==> config.mk <==
export PLATFORM = sky130hd
export DESIGN_NAME = luc_search_cell
export DESIGN_NICKNAME = d
export VERILOG_FILES = /design/src/sv/luc_pkg.sv /design/src/sv/luc_search_cell.sv
export SDC_FILE = /design/constraint.sdc
export NUM_CORES = 1
export LEC_CHECK = 0
export ABC_CLOCK_PERIOD_IN_PS = 11900
export BUFFER_PORTS_ARGS = -buffer_cell sky130_fd_sc_hd__buf_2
export CELL_PAD_IN_SITES_DETAIL_PLACEMENT = 2
export CELL_PAD_IN_SITES_GLOBAL_PLACEMENT = 2
export CORE_ASPECT_RATIO = 0.75
export CORE_UTILIZATION = 31
export DETAILED_ROUTE_END_ITERATION = 16
export PLACE_DENSITY = 0.95
export SLEW_MARGIN = 10
export SYNTH_ARGS = -nofsm -noshare
export SYNTH_HDL_FRONTEND = slang
export SYNTH_SLANG_ARGS = --single-unit
export TNS_END_PERCENT = 1
==> constraint.sdc <==
create_clock -name clk_i -period 11.9 [get_ports clk_i]
set_input_delay 1.19 -clock clk_i [delete_from_list [all_inputs] [get_ports clk_i]]
set_output_delay 1.19 -clock clk_i [all_outputs]
set_load 0.02 [all_outputs]
==> src/sv/luc_pkg.sv <==
// Shared constants, types and helpers for the least-used candidate store.
`default_nettype none
package luc_pkg;

  localparam int CAPACITY = 1024;
  localparam int IDX_W    = $clog2(CAPACITY);
  localparam int POS_W    = $clog2(CAPACITY + 1);
  localparam int REF_W    = 32;
  localparam int CNT_W    = 32;
  localparam int STEPS    = $clog2(CAPACITY);

  localparam logic REQ_ADD  = 1'b0;
  localparam logic REQ_TAKE = 1'b1;

  localparam logic STATUS_OK    = 1'b0;
  localparam logic STATUS_EMPTY = 1'b1;

  typedef enum logic [2:0] {
    ST_IDLE,
    ST_ADD_BWD,
    ST_FRONT,
    ST_SEARCH,
    ST_SWAP,
    ST_SWAP_WR,
    ST_RESP
  } luc_state_e;

  // search bounds handed from one cell to the next
  typedef struct packed {
    logic             go;
    logic [POS_W-1:0] lo;
    logic [POS_W-1:0] hi;
  } luc_link_t;

  // read request of one cell toward the count memory
  typedef struct packed {
    logic             en;
    logic [IDX_W-1:0] addr;
  } luc_rdreq_t;

  // physical slot of logical position pos
  function automatic logic [IDX_W-1:0] slot_of(input logic [IDX_W-1:0] front,
                                                input logic [POS_W-1:0] pos);
    logic [POS_W:0] sum;
    sum = {{(POS_W + 1 - IDX_W){1'b0}}, front} + {1'b0, pos};
    if (sum >= (POS_W + 1)'(CAPACITY)) begin
      sum = sum - (POS_W + 1)'(CAPACITY);
    end
    return sum[IDX_W-1:0];
  endfunction

  function automatic logic [POS_W-1:0] mid_of(input logic [POS_W-1:0] lo,
                                               input logic [POS_W-1:0] hi);
    logic [POS_W-1:0] span;
    span = hi - lo;
    return lo + (span >> 1);
  endfunction

endpackage
`default_nettype wire

==> src/sv/luc_search_cell.sv <==
// One step of the binary search: read the middle entry, then narrow the bounds.
`default_nettype none
module luc_search_cell
  import luc_pkg::*;
(
  input  wire logic             clk_i,
  input  wire logic             rst_ni,
  input  wire luc_link_t        link_i,
  input  wire logic [IDX_W-1:0] front_i,
  input  wire logic [CNT_W-1:0] newc_i,
  input  wire logic [CNT_W-1:0] rd_count_i,
  output luc_rdreq_t            rd_req_o,
  output luc_link_t             link_o
);

  logic             rd_q, cmp_q;
  logic [POS_W-1:0] lo_q, hi_q;
  logic [POS_W-1:0] mid;

  always_ff @(posedge clk_i or negedge rst_ni) begin
    if (!rst_ni) begin
      rd_q  <= 1'b0;
      cmp_q <= 1'b0;
    end else begin
      rd_q  <= link_i.go;
      cmp_q <= rd_q;
    end
  end

  always_ff @(posedge clk_i) begin
    if (link_i.go) begin
      lo_q <= link_i.lo;
      hi_q <= link_i.hi;
    end
  end

  assign mid = mid_of(lo_q, hi_q);

  always_comb begin
    rd_req_o.en   = rd_q;
    rd_req_o.addr = slot_of(front_i, mid);
    link_o.go     = cmp_q;
    link_o.lo     = lo_q;
    link_o.hi     = hi_q;
    // narrow only while the range is open
    if (lo_q < hi_q) begin
      if (rd_count_i < newc_i) begin
        link_o.lo = mid + POS_W'(1);
      end else begin
        link_o.hi = mid;
      end
    end
  end

endmodule
`default_nettype wire

== After elaboration in Yosys (flattened, before gate mapping) ==
Index checks and enable logic that the tools add are counted.

* Register bits after elaboration: 24
* Output and inout port bits: 34
* Input port bits: 99
* Word-level logic and storage cells: 16

* Add/subtract/negate cells: 5
* Mux-type cells: 4
* Order comparisons: 3

{| class="wikitable"
|+ Operators with widths
! cell !! number
|-
| 32-bit less-than comparator || 1
|-
| 11-bit 2-to-1 mux || 2
|-
| 22-bit 2-to-1 mux || 1
|-
| 10-bit by 11-bit adder with 12-bit output || 1
|-
| 12-bit by 11-bit greater-or-equal comparator with 1-bit output (second input constant) || 1
|-
| 11-bit by 1-bit adder with 11-bit output (second input constant) || 1
|-
| 11-bit by 10-bit adder with 11-bit output || 1
|-
| 11-bit less-than comparator || 1
|-
| 11-bit subtractor || 1
|-
| 10-bit 2-to-1 mux || 1
|-
| 10-bit by 1-bit subtractor with 10-bit output (second input constant) || 1
|}

== Depth between registers and ports, before layout ==
Gate-level depths: netlist of run 1.

* Word-level depth: 5
* Depth in mapped cells: 20
* Gate-level depth less buffers: 20

== Least setup slack after synthesis of run 1 ==
No wires, ideal clock.

* Path type: flip-flop to output port
* Start point: register hi_q[0]
* End point: output rd_req_o[9] in the netlist's numbering
* Data required time: 10.710 ns
* Data arrival time: 3.848 ns
* Stages on the path, launching flop included: 21
* Path buffers: 0
* Slack: 6.862 ns
* Cells stage by stage: edfxtp_1 inv_1 ha_1 inv_1 fa_1 a21o_1 a21oi_1 o21bai_1 a21oi_1 xnor2_1 ha_1 nand2_1 a21o_1 nand3b_1 xor2_4 ha_1 a21oi_1 o21ai_0 a21o_1 a21oi_1 xnor2_1

{| class="wikitable"
|+ RTL lines
! what !! RTL line !! source
|-
| from (decl) || luc_search_cell.sv:17 || <nowiki>logic [POS_W-1:0] lo_q, hi_q;</nowiki>
|-
| from (signal assigned) || luc_search_cell.sv:33 || <nowiki>hi_q <= link_i.hi;</nowiki>
|-
| to (decl) || luc_search_cell.sv:12 || <nowiki>output luc_rdreq_t rd_req_o,</nowiki>
|}

==> results.ini, run 1 <==
[cts]
post_cts_buffers=0
post_cts_resized=0
cts_root_buffer=clkbuf_16
postCtsHoldBufs=0
cts_tree=built
htreeDepth=1
numClockSinks=24
clk-insertion-delay-late_ns=0.25
cts.clk_slew.worst_paths_ns=0.06
cts_buffers=3
cts.path.max_buffers=2

[run]
cap_violations=0

[die]
ios=133
core_area_um2=10300
die_area_um2=11000
die_h_um=91.0
rows=32
start_util_pct=31.8
die_x_um=121

[sta]
min_period_ns=5.93
skew_ns=0.0000450
worst_pin_slew_ns=0.974
finalSetupTns_ns=0
rsz0062_at_grt=false
max_freq_ghz=0.169
setup_viol=0
maxSlewViolCount=0
fin_crit_sh_pct=49.8
whs_ns=0.383
max-slew-margin-rel_pct=34.7
hold_viol=0
fin_ws_ns=5.97

[layout]
layout.cells.non_filler=620
final_util_pct=40.3
mostFrequentLayoutCells=buf_2, ha_1, inv_1
design_area_um2=4140
nNetsFinal=649
final_common_cell=buf_2
syn_to_final_growth_pct=26.6
antenna_cells=0
drive_above_1_share_pct=32.6

[synth]
ys_warn_count=0
ys_top_cells_by_area=ha_1, edfxtp_1, xnor2_1, inv_1, a21oi_1
synth_top_family_by_area=adder cells
yosysTopAreaCellShare_pct=23.7
ys_ff_latch=24
syn_nets=517
synth_fa_ha_area_share_pct=25.5
synthXorXnorAreaFrac_pct=11.4
synth-simple-area-share_pct=12.7
synth_cells=353
ys_types=57
ys_seq_area_share_pct=21.7
yosys.area.top_type=ha_1
synthesis.area_um2=3270
synth_area_per_cell_um2=9.27
synth_compound_area_share_pct=17.4
muxShareOfSynthArea_pct=3.75

[placement]
dp.cells=616
place_area_um2=4060
dp_hpwl_mm=10.2
io_buffers=132
pre_cts_slack_ns=6.22
gp_congestion=0.903

[route]
vias=3150
firstDrtPassIters=4
wl_per_cell_um=18.1
drt_iter0_drc=108
vias_per_cell=5.08
finalWirelength_mm=11.2
drc_errors=0
ant_nets=0

[setup_path]
cp.required_ns=10.71
r2r_slack_ns=11.41
cp-start-kind=flip-flop
crit_chain=inv_1, ha_1, inv_1, fa_1, a21o_1, a21oi_1, o21bai_1, a21oi_1, xnor2_1, ha_1, nand2_1, a21o_1, nand3b_1, xor2_4, ha_1, a21oi_1, o21ai_0, a21o_1, a21oi_1, xnor2_1, buf_2
reg2reg_from=rd_q
cpPeakStageDelay_ns=0.40
cp_common_cell=a21oi_1
crit_fanout=6
reg2reg_depth=0
arrival_ns=4.74
cp_slowest_cell=fa_1
cp-end-kind=output pin
worst_r2r_endpoint=cmp_q
crit_type=flip-flop to output pin

[power]
p_sw_uw=414
p_comb_share_pct=77.8
irDropWorstVdd_v=0.0000735
p_clk_share_pct=9.0
p_int_uw=393
leakage_nw=2.10
p_per_area_nw_per_um2=195
finalPower_uw=808
p_seq_share_pct=13.3
switching_share_pct=51.3

[run_status]
outcome=completed

[min_path]
whs_path_depth=0
worstHoldEndpoint=cmp_q
hp-class=flip-flop to flip-flop
hp-start=rd_q

[global_route]
antenna_found_initial=1
grt_pass1_vias=3668
overflow=0
grtUsageTotal_pct=21.3
grt_max_degree=24
grt_pass1_wl_mm=18.3

==> cell usage after synthesis, drive strengths merged <==
cell type	instances
a2111oi	2
a211o	1
a21o	8
a21oi	36
a221oi	1
a311oi	1
a31oi	2
and2	1
and3	3
and4	4
buf	5
dfrtp	2
edfxtp	22
fa	3
ha	62
inv	54
mux2	10
mux2i	1
nand2	20
nand2b	1
nand3	6
nand3b	1
nand4	8
nor2	13
nor2b	2
nor3	9
nor4	4
o211a	3
o211ai	2
o21a	2
o21ai	14
o21bai	6
o22ai	2
o31a	1
o32ai	1
o41ai	1
or2	1
or3	3
xnor2	26
xor2	9
==> power by group through the flow <==
stage	sequential (mW)	clock (mW)	combinational (mW)
after CTS	0.107	0.0750	0.637
after global routing	0.108	0.0771	0.691
after floorplan	0.104	0	0.461
after global placement	0.108	0	0.598
final	0.107	0.0723	0.628
after detailed placement	0.109	0	0.634
==> layout make-up <==
type                            count  area [um2]
Fill cell                        1200        6150
Multi-Input combinational cell    270        2320
Sequential cell                    24         711
Timing Repair Buffer              132         661
Inverter                           54         203
Tap cell                          136         170
Clock buffer                        4        78.8
==> state kept, by name (all words and copies together) (netlist names) <==
signal  flops
lo_q       11
rd_q        1
hi_q       11
cmp_q       1
==> critical path: cells and delay by family (launching register included) <==
family	cells	cell delay [ns]
compound gates	9	1.66
fa+ha+maj	4	1.29
xor+xnor	3	0.50
flops	1	0.37
buf+inv	3	0.35
simple gates	2	0.28
==> cells by family after synthesis <==
kind of cell             after synthesis
adder cells (fa/ha/maj)               65
XOR/XNOR                              35
AO/OA/AOI/OAI                         83
buffers and inverters                 59
multiplexers                          11
AND/OR/NAND/NOR                       76
flip-flops                            24
==> worst max-delay path by stage <==
stage	cells past startpoint	to	startpoint
CTS	21	rd_req_o[9]	hi_q[0]
finish	21	rd_req_o[9]	hi_q[0]
global route	21	rd_req_o[9]	hi_q[0]
detailed placement	21	rd_req_o[9]	hi_q[0]
global placement	21	rd_req_o[9]	hi_q[0]
floorplan	20	rd_req_o[9]	hi_q[0]
==> routing by layer <==
layer / up-vias / wire, um / global-route usage (%)
met5: - / 10 / 0
met4: 2 / 202 / 5.35
met3: 21 / 445 / 2.64
met2: 86 / 5330 / 37.7
met1: 1519 / 5210 / 27.2
li1: 1522 / - / -
Power figures use the tool's default switching activity.
==> run 2: changes to the inputs <==
Settings changed: ABC_CLOCK_PERIOD_IN_PS 11900 to 6100, CORE_UTILIZATION 31 to 28, PLACE_DENSITY 0.95 to 0.89.
Clock period 11.9 ns to 6.1 ns, I/O delays scaled along.
==> run 2 against run 1 <==
  * Via count fell by 1.0%
  * Die area rose by 10%
  * Final area rose by 0.36%
  * Power rose by 97%
  * Utilization fell by 3.0 points
  * First-iteration DRC count rose by 11%
  * Critical path type unchanged
  * Largest cell class unchanged
  * Highest routed layer is now met4
==> results.ini, run 2 (synthesis gave the netlist of run 1 again) <==
[placement]
gp_congestion=0.807  ; was 0.903
io_buffers=132  ; unchanged
dp_hpwl_mm=10.3  ; was 10.2 mm
pre_cts_slack_ns=1.13  ; was 6.22 ns
place_area_um2=4070  ; was 4060 um2

[sta]
fin_ws_ns=0.883  ; was 5.97 ns
min_period_ns=5.22
fin_crit_sh_pct=85.5
max-slew-margin-rel_pct=29.4  ; was 34.7%
whs_ns=0.126  ; was 0.383 ns
rsz0062_at_grt=false  ; unchanged
maxSlewViolCount=0  ; unchanged
max_freq_ghz=0.192
skew_ns=0.00000910  ; was 0.0000450 ns
setup_viol=0  ; unchanged
worst_pin_slew_ns=1.05  ; was 0.974 ns
hold_viol=0  ; unchanged
finalSetupTns_ns=0  ; unchanged

[setup_path]
crit_chain=inv_1, ha_1, inv_1, fa_1, a21o_1, a21oi_1, o21bai_1, a21oi_1, xnor2_1, ha_1, nand2_1, a21o_1, nand3b_1, xor2_4, ha_1, a21oi_1, o21ai_0, a21o_1, a21oi_1, xnor2_1, buf_2  ; unchanged
cp-start-kind=flip-flop  ; unchanged
cp_common_cell=a21oi_1  ; unchanged
arrival_ns=4.61  ; was 4.74 ns
path_delay_family=compound AO/OA/AOI/OAI gates  ; unchanged
worst-path-buf-inv=3  ; unchanged
cp_slowest_cell=fa_1  ; unchanged
cp.required_ns=5.49  ; was 10.71 ns
crit_type=flip-flop to output pin  ; unchanged
cpPeakStageDelay_ns=0.39  ; was 0.40 ns
crit_fanout=6  ; unchanged
cp-end-kind=output pin  ; unchanged

[layout]
design_area_um2=4160  ; was 4140 um2
multi_input_area_um2=2320  ; unchanged
mostFrequentLayoutCells=buf_2, ha_1, inv_1  ; unchanged
antenna_cells=0  ; unchanged
nNetsFinal=649  ; unchanged
nFillCells=1263  ; was 1,200
seq_area_um2=711  ; unchanged
top_regs=hi_q x11, lo_q x11  ; unchanged
final_common_cell=buf_2  ; unchanged
syn_to_final_growth_pct=27.1  ; was 26.6%
drive_above_1_share_pct=32.9  ; was 32.6%

[cts]
cts_tree=built  ; unchanged
post_cts_resized=0  ; unchanged
numClockSinks=24  ; unchanged
post_cts_buffers=0  ; unchanged
cts.clk_slew.worst_paths_ns=0.06  ; about the same
cts.path.max_buffers=2  ; unchanged
clk-insertion-delay-late_ns=0.25  ; about the same
cts_buffers=3  ; unchanged
postCtsHoldBufs=0  ; unchanged
cts_root_buffer=clkbuf_16  ; unchanged
htreeDepth=1  ; unchanged

[route]
vias=3118  ; was 3,150
vias_per_cell=5.00  ; was 5.08
wl_per_cell_um=18.3  ; was 18.1 um
drc_errors=0  ; unchanged
ant_nets=0  ; unchanged
firstDrtPassIters=4  ; unchanged
drt_iter0_drc=120  ; was 108
finalWirelength_mm=11.4  ; was 11.2 mm

[global_route]
antenna_found_initial=0  ; was 1
grt_max_degree=24  ; unchanged
grt_pass1_vias=3600  ; was 3,668
grt_pass1_wl_mm=18.5  ; was 18.3 mm
overflow=0  ; unchanged
grtUsageTotal_pct=19.6  ; was 21.3%

[die]
die_h_um=95.6  ; was 91.0 um
die_area_um2=12100  ; was 11,000 um2
ios=133  ; unchanged
start_util_pct=29.3  ; was 31.8%
rows=33  ; was 32
core_area_um2=11100  ; was 10,300 um2
die_x_um=127  ; was 121 um

[power]
finalPower_mw=1.59  ; was 808 uW
leakage_nw=2.11  ; was 2.10 nW
p_per_area_nw_per_um2=382  ; was 195 nW/um2
irDropWorstVdd_v=0.000255  ; was 0.0000735 V

[run]
cap_violations=0  ; unchanged

[run_status]
outcome=completed  ; unchanged

[min_path]
hp-class=input pin to async pin  ; was flip-flop to flip-flop

run 2: final timing paths:
kind | startpoint | endpoint | slack (ns) | depth (start not counted)
max reg2reg | rd_q | cmp_q | 5.61 | 0
min | rst_ni | cmp_q | 0.13 | 1
max in group asynchronous | rst_ni | cmp_q | 5.88 | 1
max | hi_q[0] | rd_req_o[9] | 0.88 | 21
min reg2reg | rd_q | cmp_q | 0.38 | 0
min in group clk_i | rd_q | cmp_q | 0.38 | 0
run 2: cell type report:
cell class	count	share of cell area, %
multi-input combinational	270	55.8
sequential	24	17.1
timing repair buffer	132	15.9
inverter	54	4.88
tap	140	4.21
clock buffer	4	2.14
run 2: where the power goes:
group          switching [mW]  internal, mW
Sequential             0.0136         0.195
Combinational           0.743         0.484
Clock                  0.0532         0.100
Total                   0.810         0.779
run 2: stage by stage:
stage / instances / util (%)
floorplan: 353 / -
global placement: 620 / 36.5
detailed placement: 620 / 36.5
CTS: 624 / 37.3
global route: 624 / 37.3
finish: 624 / 37.3
run 2: per-layer routing:
metal / GRT usage [%] / wire [um]
met5: 0 / 0
met3: 1.96 / 519
met1: 25.3 / 5180
met2: 35.6 / 5550
met4: 4.46 / 136
==> run 3: changes to the inputs <==
Settings changed: ABC_AREA set to 1, CORE_UTILIZATION 28 to 27, PLACE_DENSITY 0.89 to 0.9, SETUP_SLACK_MARGIN set to 0.3.
==> run 3 against run 2 <==
  * Cell count is 32% higher
  * Clock power is 5% higher
  * Register-to-register slack hardly changed
  * Utilization is 2.4 points lower
  * Clock skew hardly changed
  * Synthesized area is 11% higher
  * Highest routed layer unchanged
==> results.ini, run 3 <==
[run_status]
outcome=completed  ; unchanged

[sta]
min_period_ns=5.02  ; was 5.22 ns
finalSetupTns_ns=0  ; unchanged
skew_ns=0.000287  ; was 0.00000910 ns
hold_viol=0  ; unchanged
worst_pin_slew_ns=0.734  ; was 1.05 ns
maxSlewViolCount=0  ; unchanged
setup_viol=0  ; unchanged
max-slew-margin-rel_pct=50.9  ; was 29.4%
rsz0062_at_grt=false  ; unchanged
max_freq_ghz=0.199  ; was 0.192 GHz
fin_crit_sh_pct=82.3  ; was 85.5%

[setup_path]
endpoint=rd_req_o[8]  ; was rd_req_o[9]
cp-start-kind=flip-flop  ; unchanged
cp-end-kind=output pin  ; unchanged
crit_type=flip-flop to output pin  ; unchanged
reg2reg_depth=0  ; unchanged
reg2reg_from=rd_q  ; unchanged
startpoint=lo_q[2]  ; was hi_q[0]
r2r_slack_ns=5.61  ; about the same
arrival_ns=4.41  ; was 4.61 ns
crit_fanout=8  ; was 6
cp.required_ns=5.49  ; about the same
worst_r2r_endpoint=cmp_q  ; unchanged

[layout]
mostFrequentLayoutCells=nand2_1, buf_2, inv_1  ; was buf_2, ha_1, inv_1
drive_above_1_share_pct=26.8  ; was 32.9%
final_common_cell=nand2_1  ; was buf_2
design_area_um2=4560  ; was 4160 um2
syn_to_final_growth_pct=25.2  ; was 27.1%
top_regs=hi_q x11, lo_q x11  ; unchanged
nNetsFinal=817  ; was 649
antenna_cells=0  ; unchanged
nFillCells=1642  ; was 1,263

[power]
p_per_area_nw_per_um2=354  ; was 382 nW/um2
irDropWorstVdd_v=0.000240  ; was 0.000255 V
leakage_nw=2.60  ; was 2.11 nW

[route]
finalWirelength_mm=14.0  ; was 11.4 mm
ant_nets=0  ; unchanged
vias=3948  ; was 3,118
wl_per_cell_um=17.0  ; was 18.3 um
firstDrtPassIters=4  ; unchanged
vias_per_cell=4.80  ; was 5.00
drc_errors=0  ; unchanged
drt_iter0_drc=95  ; was 120

[die]
core_area_um2=13100  ; was 11,100 um2
die_area_um2=13900  ; was 12,100 um2
die_h_um=103  ; was 95.6 um
die_x_um=136  ; was 127 um
ios=133  ; unchanged
start_util_pct=27.9  ; was 29.3%
rows=36  ; was 33

[min_path]
hp-class=input pin to async pin  ; unchanged

[synth]
synth_enable_flop_cells=22  ; unchanged
syn_nets=686  ; was 517
synth_area_per_cell_um2=6.97  ; was 9.27 um2
yosys.area.top_type=ha_1  ; unchanged
synth_most_common_cell=nand2_1  ; was ha_1
synthFlopType=edfxtp_1  ; unchanged
ys_async_sr_fraction_pct=8.33  ; unchanged
synthesis.area_um2=3640  ; was 3270 um2
ys_types=35  ; was 57
ys_ff_latch=24  ; unchanged
synth_cells=522  ; was 353
ys_warn_count=0  ; unchanged
ys_seq_area_share_pct=19.5  ; was 21.7%
ys_top_cells_by_area=ha_1, edfxtp_1, nand2_1, inv_1, a21oi_1  ; was ha_1, edfxtp_1, xnor2_1, inv_1, a21oi_1
yosys-top-cells-count=nand2_1, inv_1, ha_1, a21oi_1, nand3_1  ; was ha_1, inv_1, a21oi_1, xnor2_1, edfxtp_1
yosysTopAreaCellShare_pct=21.3  ; was 23.7%

[global_route]
grt_pass1_vias=4530  ; was 3,600
antenna_found_initial=0  ; unchanged
grt_max_degree=24  ; unchanged
grt_pass1_wl_mm=22.6  ; was 18.5 mm
overflow=0  ; unchanged
grtUsageTotal_pct=20.9  ; was 19.6%

[placement]
dp_hpwl_mm=12.3  ; was 10.3 mm
place_area_um2=4470  ; was 4070 um2
gp_congestion=0.847  ; was 0.807
io_buffers=132  ; unchanged

[cts]
cts_buffers=3  ; unchanged
numClockSinks=24  ; unchanged
cts.clk_slew.worst_paths_ns=0.06  ; about the same
postCtsHoldBufs=0  ; unchanged
post_cts_resized=0  ; unchanged
clk-insertion-delay-late_ns=0.26  ; was 0.25 ns
cts.path.max_buffers=2  ; unchanged
cts_root_buffer=clkbuf_16  ; unchanged
post_cts_buffers=0  ; unchanged
htreeDepth=1  ; unchanged
cts_tree=built  ; unchanged

[run]
cap_violations=0  ; unchanged

[run 3: cell count changes in the layout (fill, tap and decap cells not counted), moves of 6 or more]
cell / previous run / this run
nand3_1: 6 / 29
a21oi_1: 35 / 29
nand2_2: 0 / 12
xor2_1: 5 / 12
xnor2_1: 24 / 8
mux2_1: 7 / 0
nor2_1: 13 / 25
inv_1: 53 / 95
a21o_1: 8 / 2
nand2_1: 20 / 141
o21ai_1: 1 / 18
[run 3: layer usage]
| layer | share of wire [%] | global-route usage (%) |
|---|---|---|
| met2 | 52 | 40.7 |
| met4 | 1.7 | 5.30 |
| met1 | 43 | 24.8 |
| met5 | 0 | 0 |
| met3 | 3.1 | 1.62 |
[run 3: area by class of cell]
class                           count  area (um2)  share of cell area [%]
Multi-Input combinational cell    390        2500                    54.8
Clock buffer                        4        88.8                    1.95
Timing Repair Buffer              132         661                    14.5
Tap cell                          171         214                    4.70
Sequential cell                    24         711                    15.6
Inverter                          102         383                    8.40
[run 3: worst min path at each step]
| stage | cells after the start | start | endpoint | slack [ns] |
|---|---|---|---|---|
| final | 1 | rst_ni | rd_q | 0.12 |
| after global routing | 1 | rst_ni | rd_q | 0.11 |
| after CTS | 1 | rst_ni | cmp_q | 0.12 |
| after detailed placement | 0 | rd_q | cmp_q | 0.37 |
| after global placement | 0 | rd_q | cmp_q | 0.35 |
| after floorplan | 0 | rst_ni | cmp_q | 0.31 |
[run 3: metrics by stage]
stage / cells / setup WS, ns / total power, mW / utilization (%) / hold slack (ns)
3_5_place_dp: 819 / 1.44 / 1.46 / 34.2 / 0.366
6_report: 823 / 1.08 / 1.61 / 34.9 / 0.117
2_1_floorplan: 522 / 2.05 / 1.07 / - / 0.314
4_1_cts: 823 / 1.08 / 1.63 / 34.9 / 0.119
5_1_grt: 823 / 0.713 / 1.77 / 34.9 / 0.115
3_3_place_gp: 819 / 1.82 / 1.37 / 34.2 / 0.355
[run 3: power breakdown]
part	internal (mW)	switching (mW)	leakage (nW)
combinational	0.410	0.836	2.31
clock	0.100	0.0606	0.0442
sequential	0.194	0.0108	0.239
[run 3: worst max-delay path: stages (launching register included)]
cell and delay [ns]:
edfxtp_1 0.40, inv_1 0.12, ha_1 0.31, a21oi_1 0.17, nand2_1 0.15, or2_2 0.30
nand2_1 0.06, inv_1 0.05, ha_1 0.47, inv_2 0.08, nand2_1 0.16, nand3_1 0.13
nand2_2 0.17, ha_1 0.32, a21oi_1 0.18, nand2_1 0.09, nand2_1 0.08, nand2_1 0.05
nand2_1 0.08, a21boi_0 0.11, o21ai_0 0.23, nand2_1 0.10, xor2_1 0.14, buf_2 0.18
[run 3: logic make-up (layout without fill, tap and decap cells)]
logic type / Yosys count / count (layout) / share of synthesized area [%]
AND/OR/NAND/NOR: 240 / 240 / 31.4
adder cells (fa/ha/maj): 65 / 65 / 23.0
AO/OA/AOI/OAI: 65 / 65 / 9.46
XOR/XNOR: 20 / 20 / 4.81
flip-flops: 24 / 24 / 19.5
buffers and inverters: 108 / 238 / 11.8
